**config.mk**
```make
export PLATFORM = sky130hd
export DESIGN_NAME = pinned_lru_block_cache_tags
export DESIGN_NICKNAME = d
export VERILOG_FILES = /design/src/rtl/plbct_pkg.sv /design/src/rtl/plbct_ram.sv /design/src/rtl/pinned_lru_block_cache_tags.sv
export SDC_FILE = /design/constraint.sdc
export NUM_CORES = 1
export LEC_CHECK = 0
export BUFFER_PORTS_ARGS = -buffer_cell sky130_fd_sc_hd__buf_2
export CAP_MARGIN = 10
export CORE_MARGIN = 2
export CORE_UTILIZATION = 40
export DETAILED_ROUTE_END_ITERATION = 6
export PLACE_DENSITY = 0.66
export REMOVE_ABC_BUFFERS = 1
export SYNTH_ARGS = -nofsm -noshare
export SYNTH_HDL_FRONTEND = slang
export SYNTH_SLANG_ARGS = --single-unit
```
**constraint.sdc**
```tcl
create_clock -name clk_i -period 15 [get_ports clk_i]
set_clock_uncertainty 0.2 [all_clocks]
set_input_delay 1.5 -clock clk_i [delete_from_list [all_inputs] [get_ports clk_i]]
set_output_delay 1.5 -clock clk_i [all_outputs]
set_load 0.05 [all_outputs]
```
**src/rtl/plbct_pkg.sv**
```systemverilog
package plbct_pkg;

  localparam int BLOCK_W    = 12;
  localparam int DISK_W     = 13;
  localparam int SLOT_W     = 4;
  localparam int STAMP_W    = 32;
  localparam int ENTRIES_DEF = 16;

  typedef enum logic [1:0] {
    ST_OK       = 2'd0,
    ST_PAST_END = 2'd1,
    ST_FULL     = 2'd2,
    ST_PINNED   = 2'd3
  } status_e;

  typedef struct packed {
    logic [BLOCK_W-1:0] tag;
    logic [STAMP_W-1:0] stamp;
  } entry_t;

  localparam int ENTRY_W = $bits(entry_t);

endpackage

```
**src/rtl/plbct_ram.sv**
```systemverilog
module plbct_ram #(
  parameter int WIDTH = 8,
  parameter int DEPTH = 16
) (
  input  logic                     clk_i,
  input  logic                     we_i,
  input  logic [$clog2(DEPTH)-1:0] waddr_i,
  input  logic [WIDTH-1:0]         wdata_i,
  input  logic                     re_i,
  input  logic [$clog2(DEPTH)-1:0] raddr_i,
  output logic [WIDTH-1:0]         rdata_o
);

  logic [WIDTH-1:0] mem_q [DEPTH];
  logic [WIDTH-1:0] rdata_q;

  always_ff @(posedge clk_i) begin
    if (we_i) begin
      mem_q[waddr_i] <= wdata_i;
    end
    if (re_i) begin
      rdata_q <= mem_q[raddr_i];
    end
  end

  assign rdata_o = rdata_q;

endmodule

```
**src/rtl/pinned_lru_block_cache_tags.sv**
```systemverilog
// Channel  Direction  Handshake                Payload
// in       request    in_valid_i / in_stall_o  mode_i, block_number_i, release_slot_i
// out      result     out_valid_o / out_stall_i slot_o, hit_o, writeback_o,
//                                               victim_block_o, status_o
// cfg      write      cfg_we_i                 cfg_wdata_i (disk_blocks)
//
// From acceptance to the result register, a get steps through: a check of the disk
// bound, one read of the tag/stamp memory per entry (each read registered in the
// memory), a step to settle the choice, and a commit. A release or an out-of-range
// get skips the reads and goes straight to the commit.
// The single read port of the entry memory paces the scan; one request is in work at a time.
// Reset clears the valid and pinned bits, the use clock and disk_blocks; the memory
// itself is not cleared, since an entry that is not valid reads as tag 0 and stamp 0.
// A stalled output holds the finished beat in the commit state, and no state is updated
// until that beat moves into the output register.
module pinned_lru_block_cache_tags
  import plbct_pkg::*;
#(
  parameter int ENTRIES = ENTRIES_DEF
) (
  input  logic               clk_i,
  input  logic               rst_ni,
  // configuration
  input  logic               cfg_we_i,
  input  logic [DISK_W-1:0]  cfg_wdata_i,
  // request channel
  input  logic               in_valid_i,
  output logic               in_stall_o,
  input  logic               mode_i,
  input  logic [BLOCK_W-1:0] block_number_i,
  input  logic [SLOT_W-1:0]  release_slot_i,
  // result channel
  output logic               out_valid_o,
  input  logic               out_stall_i,
  output logic [SLOT_W-1:0]  slot_o,
  output logic               hit_o,
  output logic               writeback_o,
  output logic [BLOCK_W-1:0] victim_block_o,
  output logic [1:0]         status_o
);

  localparam int IW = $clog2(ENTRIES);
  localparam int CW = $clog2(ENTRIES + 1);
  localparam int RW = ((IW > SLOT_W) ? IW : SLOT_W) + 1;

  typedef enum logic [3:0] {
    S_IDLE   = 4'b0001,
    S_START  = 4'b0010,
    S_SCAN   = 4'b0100,
    S_FINISH = 4'b1000
  } state_e;

  state_e state_q, state_d;

  logic [DISK_W-1:0]  disk_blocks_q;
  logic [STAMP_W-1:0] use_clock_q;
  logic [ENTRIES-1:0] valid_q;
  logic [ENTRIES-1:0] pinned_q;

  // Request being worked on.
  logic               item_mode_q;
  logic [BLOCK_W-1:0] item_bno_q;
  logic [SLOT_W-1:0]  item_rel_q;

  // Scan bookkeeping.
  logic [CW-1:0]      rd_cnt_q;
  logic               cmp_vld_q;
  logic [IW-1:0]      cmp_idx_q;
  logic               found_q;
  logic [IW-1:0]      found_idx_q;
  logic               least_vld_q;
  logic [IW-1:0]      least_idx_q;
  logic [STAMP_W-1:0] least_stamp_q;
  logic [BLOCK_W-1:0] least_tag_q;
  logic               least_wb_q;

  // Finished result and the update it carries.
  logic [SLOT_W-1:0]  res_slot_q;
  logic               res_hit_q;
  logic               res_wb_q;
  logic [BLOCK_W-1:0] res_victim_q;
  status_e            res_status_q;
  logic               upd_grant_q;
  logic               upd_release_q;
  logic [IW-1:0]      upd_idx_q;
  logic [BLOCK_W-1:0] upd_tag_q;

  // Output register.
  logic               out_valid_q;
  logic [SLOT_W-1:0]  out_slot_q;
  logic               out_hit_q;
  logic               out_wb_q;
  logic [BLOCK_W-1:0] out_victim_q;
  status_e            out_status_q;

  // Memory ports.
  logic               ram_re;
  logic               ram_we;
  entry_t             ram_wdata;
  entry_t             ram_rdata;
  entry_t             cmp_entry;
  logic               cmp_valid;
  logic               cmp_pinned;

  // Decode.
  logic               in_accept;
  logic               commit;
  logic               past_end;
  logic [RW-1:0]      rel_ext;
  logic               rel_in_range;
  logic               scan_done;
  status_e            dec_status;
  logic               dec_grant;
  logic [IW-1:0]      dec_idx;

  assign in_stall_o = (state_q != S_IDLE);
  assign in_accept  = in_valid_i && !in_stall_o;
  assign commit     = (state_q == S_FINISH) && (!out_valid_q || !out_stall_i);

  assign past_end     = ({1'b0, item_bno_q} >= disk_blocks_q);
  assign rel_ext      = RW'(item_rel_q);
  assign rel_in_range = (rel_ext < RW'(ENTRIES));

  assign ram_re    = (state_q == S_SCAN) && (rd_cnt_q < CW'(ENTRIES));
  assign ram_we    = commit && upd_grant_q;
  assign ram_wdata = '{tag: upd_tag_q, stamp: use_clock_q + 1'b1};

  // An entry that was never filled reads as tag 0 and stamp 0.
  assign cmp_valid  = valid_q[cmp_idx_q];
  assign cmp_pinned = pinned_q[cmp_idx_q];
  assign cmp_entry  = cmp_valid ? ram_rdata : '0;

  assign scan_done = (state_q == S_SCAN) && (rd_cnt_q == CW'(ENTRIES)) && !cmp_vld_q;

  always_comb begin
    if (found_q) begin
      dec_status = pinned_q[found_idx_q] ? ST_PINNED : ST_OK;
      dec_idx    = found_idx_q;
    end else begin
      dec_status = least_vld_q ? ST_OK : ST_FULL;
      dec_idx    = least_idx_q;
    end
    dec_grant = (dec_status == ST_OK);
  end

  always_comb begin
    state_d = state_q;
    unique case (state_q)
      S_IDLE: begin
        if (in_accept) state_d = S_START;
      end
      S_START: begin
        state_d = (item_mode_q || past_end) ? S_FINISH : S_SCAN;
      end
      S_SCAN: begin
        if (scan_done) state_d = S_FINISH;
      end
      S_FINISH: begin
        if (commit) state_d = S_IDLE;
      end
      default: state_d = S_IDLE;
    endcase
  end

  plbct_ram #(
    .WIDTH (ENTRY_W),
    .DEPTH (ENTRIES)
  ) u_entry_ram (
    .clk_i   (clk_i),
    .we_i    (ram_we),
    .waddr_i (upd_idx_q),
    .wdata_i (ram_wdata),
    .re_i    (ram_re),
    .raddr_i (rd_cnt_q[IW-1:0]),
    .rdata_o (ram_rdata)
  );

  // Control state.
  always_ff @(posedge clk_i or negedge rst_ni) begin
    if (!rst_ni) begin
      state_q       <= S_IDLE;
      disk_blocks_q <= '0;
      use_clock_q   <= '0;
      valid_q       <= '0;
      pinned_q      <= '0;
      rd_cnt_q      <= '0;
      cmp_vld_q     <= 1'b0;
      found_q       <= 1'b0;
      least_vld_q   <= 1'b0;
      upd_grant_q   <= 1'b0;
      upd_release_q <= 1'b0;
      out_valid_q   <= 1'b0;
    end else begin
      state_q <= state_d;
      if (cfg_we_i) begin
        disk_blocks_q <= cfg_wdata_i;
      end
      unique case (state_q)
        S_START: begin
          rd_cnt_q      <= '0;
          cmp_vld_q     <= 1'b0;
          found_q       <= 1'b0;
          least_vld_q   <= 1'b0;
          upd_grant_q   <= 1'b0;
          upd_release_q <= item_mode_q && rel_in_range;
        end
        S_SCAN: begin
          cmp_vld_q <= ram_re;
          if (ram_re) begin
            rd_cnt_q <= rd_cnt_q + 1'b1;
          end
          if (cmp_vld_q) begin
            if (!found_q && cmp_valid && (cmp_entry.tag == item_bno_q)) begin
              found_q <= 1'b1;
            end
            if (!cmp_pinned && (!least_vld_q || (cmp_entry.stamp < least_stamp_q))) begin
              least_vld_q <= 1'b1;
            end
          end
          if (scan_done) begin
            upd_grant_q <= dec_grant;
          end
        end
        S_FINISH: begin
          if (commit) begin
            if (upd_grant_q) begin
              use_clock_q          <= use_clock_q + 1'b1;
              valid_q[upd_idx_q]   <= 1'b1;
              pinned_q[upd_idx_q]  <= 1'b1;
            end
            if (upd_release_q) begin
              pinned_q[upd_idx_q] <= 1'b0;
            end
          end
        end
        default: begin
        end
      endcase
      if (commit) begin
        out_valid_q <= 1'b1;
      end else if (!out_stall_i) begin
        out_valid_q <= 1'b0;
      end
    end
  end

  // Payload registers.
  always_ff @(posedge clk_i) begin
    if (in_accept) begin
      item_mode_q <= mode_i;
      item_bno_q  <= block_number_i;
      item_rel_q  <= release_slot_i;
    end
    unique case (state_q)
      S_START: begin
        res_slot_q   <= item_mode_q ? item_rel_q : '0;
        res_hit_q    <= 1'b0;
        res_wb_q     <= 1'b0;
        res_victim_q <= '0;
        res_status_q <= item_mode_q ? ST_OK : ST_PAST_END;
        upd_idx_q    <= rel_ext[IW-1:0];
      end
      S_SCAN: begin
        cmp_idx_q <= rd_cnt_q[IW-1:0];
        if (cmp_vld_q) begin
          if (!found_q && cmp_valid && (cmp_entry.tag == item_bno_q)) begin
            found_idx_q <= cmp_idx_q;
          end
          if (!cmp_pinned && (!least_vld_q || (cmp_entry.stamp < least_stamp_q))) begin
            least_idx_q   <= cmp_idx_q;
            least_stamp_q <= cmp_entry.stamp;
            least_tag_q   <= cmp_entry.tag;
            least_wb_q    <= cmp_valid;
          end
        end
        if (scan_done) begin
          res_slot_q   <= dec_grant ? SLOT_W'(dec_idx) : '0;
          res_hit_q    <= dec_grant && found_q;
          res_wb_q     <= dec_grant && !found_q && least_wb_q;
          res_victim_q <= (dec_grant && !found_q && least_wb_q) ? least_tag_q : '0;
          res_status_q <= dec_status;
          upd_idx_q    <= dec_idx;
          upd_tag_q    <= item_bno_q;
        end
      end
      default: begin
      end
    endcase
    if (commit) begin
      out_slot_q   <= res_slot_q;
      out_hit_q    <= res_hit_q;
      out_wb_q     <= res_wb_q;
      out_victim_q <= res_victim_q;
      out_status_q <= res_status_q;
    end
  end

  assign out_valid_o    = out_valid_q;
  assign slot_o         = out_slot_q;
  assign hit_o          = out_hit_q;
  assign writeback_o    = out_wb_q;
  assign victim_block_o = out_victim_q;
  assign status_o       = out_status_q;

`ifndef NO_ASSERTIONS
  // A granted slot is pinned and valid right after the commit.
  assert property (@(posedge clk_i) disable iff (!rst_ni)
    (commit && upd_grant_q) |=> (pinned_q[$past(upd_idx_q)] && valid_q[$past(upd_idx_q)]))
    else $error("granted slot not pinned after commit");

  // The use clock only advances when a get is granted.
  assert property (@(posedge clk_i) disable iff (!rst_ni)
    (use_clock_q != $past(use_clock_q)) |-> $past(commit && upd_grant_q))
    else $error("use clock advanced without a grant");

  // A new result beat is only loaded from the commit state.
  assert property (@(posedge clk_i) disable iff (!rst_ni)
    $rose(out_valid_q) |-> $past(state_q == S_FINISH))
    else $error("result beat appeared outside commit");

  // A hit never reports a write-back.
  assert property (@(posedge clk_i) disable iff (!rst_ni)
    (out_valid_q && out_hit_q) |-> (!out_wb_q && (out_status_q == ST_OK)))
    else $error("hit reported with write-back or error");
`endif

endmodule
```
==> summary.txt <==
Clk_lat worst skew - 0.68 ns
Area Growth Syn to Fin - 14.3%
WL/cell - 25.1 um
Cell count after synthesis - 1850
Sequential share of the synthesized area - 0.755
Diodes inserted - 0
Ranking of synthesized cells by area - edfxtp_1, mux4_2, dfrtp_1, ha_1, and2_1
Post-cts sizing count - 0
Most common cell in the synthesized netlist - edfxtp_1
First-pass GRT wire length - 125000 um
# rows - 113
Initial core utilization - 0.401
Worst R2R Start - cmp_idx_q[1]
Initial detailed-routing violation count - 1935
Share of cells above drive strength 1 - 0.259
IO Pins - 57
Warnings from Yosys - 0
Top post-synthesis cells by count - edfxtp_1, mux4_2, dfrtp_1, nand2_1, and2_1
R2r setup slk - 9.95 ns
Number of flops mapped to enable cells by yosys - 878
Worst path required time - 15.11 ns
Critical path's largest stage delay - 0.63 ns
Total Nets Final - 2063
CP bufs+invs - 2
Die Ht - 312 um
Hold Vio Cnt, Final - 0
Worst Hold Launch - res_hit_q
CTS tree - done
Routed Antenna Nets - 0
Synth Area per Inst - 20.5 um^2
Leakage power - 0.0130 uW
CP cell instances - mux4_2 > nor2b_1 > a211oi_1 > a21oi_4 > and2_1 > ha_1 > a211oi_1 > o21ai_0 > nand3b_1 > a41oi_1 > a21o_1 > a311oi_4 > buf_16 > buf_4
Worst-margin pin slew - 1.22 ns
Worst R2R End - least_tag_q[5]
Ys async rst share - 0.0948
Critical Path Fanout Max - 48
Maximum operating frequency - 198 MHz
Total core area - 94600 um^2
Pins over their slew limit - 0
Crit end category - flip-flop
Most used DFF post-synth - edfxtp_1
Largest net degree at the start of global routing - 66
Layout fillers - 7768
Synth top area share - 0.694
Maximum vdd drop - 81.0 uV
Die Area - 97400 um^2
GR Overflow Total - 0
Clock tree sinks - 970
Synthesized area - 38000 um^2
TritonCTS buffer count - 99
DRT Pass-1 Iters - 7
Worst-path clk slew - 0.06 ns
Dpl hpwl - 47900 um
Root buf cell - clkbuf_16
Worst Hold Path EP - hit_o
Final setup vio count - 0
Hold Path Stages - 0
Die W - 312 um
Post-DR vias/cell - 5.49
Distinct cells, synth - 58
Yosys top cell by area - edfxtp_1
Kind of critical path - reg2reg
IO Port Bufs - 56
Setup bufs post-CTS - 0
Vias in the first global route - 19200
Sequential cell area - 28700 um^2
Slew headroom - 0.185
RSZ-0062 raised after global routing - no
Hold_ws - 0.215 ns
CTS Hold Buffers Added - 0
Critical path data arrival time - 5.17 ns
DRC errors left - 0
Via Count - 18300
Final estimated routing congestion in global placement - 0.903
Crit path time final - 5.05 ns
Total GRT Usage - 0.172
Final WL - 83500 um
Multi-input gate area - 8940 um^2
CTS max path bufs - 3
Outcome - completed
Type of origin of the critical path - flip-flop
# Max-Cap Violations - 0
Seq cells post-synth - 970
Worst hold path type - reg2reg
H-tree Lvls - 3
Cell family with most CP delay - compound AO/OA/AOI/OAI gates
Initial antenna violation count - 0
Most used cell, CP - a211oi_1
Slowest-stage cell, CP - edfxtp_1
Fin crit share - 0.337
P per Cell Area - 137 nW/um^2
Reg2Reg Depth - 14
Setup TNS - 0 ns
flip-flops by register name, indices dropped and copies added, names as in the netlist, 5 cells and up:
signal               flops
u_entry_ram.mem_q      704
upd_tag_q               12
u_entry_ram.rdata_o     44
valid_q                 16
res_victim_q            12
pinned_q                16
disk_blocks_q           13
use_clock_q             32
least_stamp_q           32
victim_block_o          12
rd_cnt_q                 5
least_tag_q             12
item_bno_q              12
layout by cell type, fill, tap and decap left out, drive strengths merged, types with 3 or more instances in the layout:
master	count
edfxtp	878
mux4	233
clkbuf	128
buf	105
dfrtp	91
nand2	80
and2	64
inv	56
nor2	49
ha	46
xnor2	40
clkinv	40
xor2	35
o21ai	30
or2	19
nand3	18
a21oi	18
nand4	16
o22a	12
and3	11
bufinv	11
nand2b	10
nor3	10
nor4	8
mux2i	7
o31ai	6
o32a	4
a211oi	3
nand4b	3
a21o	3
metal layers:
layer  GRT usage  vias to the layer above  routed length, um
met4      0.0487                        0               1650
met5           0                        -                  0
met1       0.242                     9866              36000
li1            -                     7727                  -
met2       0.281                      578              41200
met3      0.0246                      118               4650
cell type report:
class,instances,share of cell area
clock buffer,128,0.0610
clock inverter,56,0.0155
inverter,53,0.00458
multi-input combinational,753,0.206
sequential,970,0.661
tap,1265,0.0365
timing repair buffer,105,0.0155
per-stage QoR:
stage	instance area (um^2)	setup slack, ns	cells	total power, uW	utilization
3_5_place_dp	40000	9.47	3134	3560	0.422
5_1_grt	43400	9.57	3330	6170	0.459
2_1_floorplan	37700	6.47	1776	3490	-
3_3_place_gp	39900	9.65	3133	3550	0.422
4_1_cts	43300	9.44	3318	6030	0.458
6_report	43400	9.95	3330	5960	0.459
worst register-to-register path, cell delays in order, from the launching register on:
cell,delay (ns)
edfxtp_1,0.63
mux4_2,0.55
nor2b_1,0.14
a211oi_1,0.36
a21oi_4,0.24
and2_1,0.29
ha_1,0.31
a211oi_1,0.23
o21ai_0,0.15
nand3b_1,0.11
a41oi_1,0.15
a21o_1,0.22
a311oi_4,0.55
buf_16,0.23
buf_4,0.35
how the worst max path moves through the flow:
stage,from,end,slack (ns),cells past startpoint
2_1_floorplan,rd_cnt_q[0],res_hit_q,6.47,6
3_3_place_gp,cmp_idx_q[1],least_tag_q[11],9.65,13
5_1_grt,cmp_idx_q[1],least_tag_q[10],9.57,14
6_report,cmp_idx_q[1],least_tag_q[5],9.95,14
3_5_place_dp,cmp_idx_q[1],least_tag_q[0],9.47,13
4_1_cts,cmp_idx_q[1],least_tag_q[9],9.44,13
where the power goes:
part | total, uW | leakage, uW | switching, uW | internal [uW]
clock network | 2480 | 0.00161 | 1030 | 1440
logic | 480 | 0.00325 | 257 | 223
registers | 3010 | 0.00813 | 47.1 | 2960
total | 5960 | 0.0130 | 1340 | 4630
cell families (layout without fill, tap and decap cells):
kind of cell / Yosys count / after routing / share of synthesized area
and+or+nand+nor: 299 / 299 / 0.0410
adders and majority gates: 46 / 46 / 0.0152
DFF: 970 / 970 / 0.755
xor gates and xnor gates: 75 / 75 / 0.0173
AOI/OAI and AO/OA: 91 / 91 / 0.0170
buffers and inverters: 127 / 342 / 0.0135
muxes: 242 / 242 / 0.141
Power figures use the tool's default switching activity.
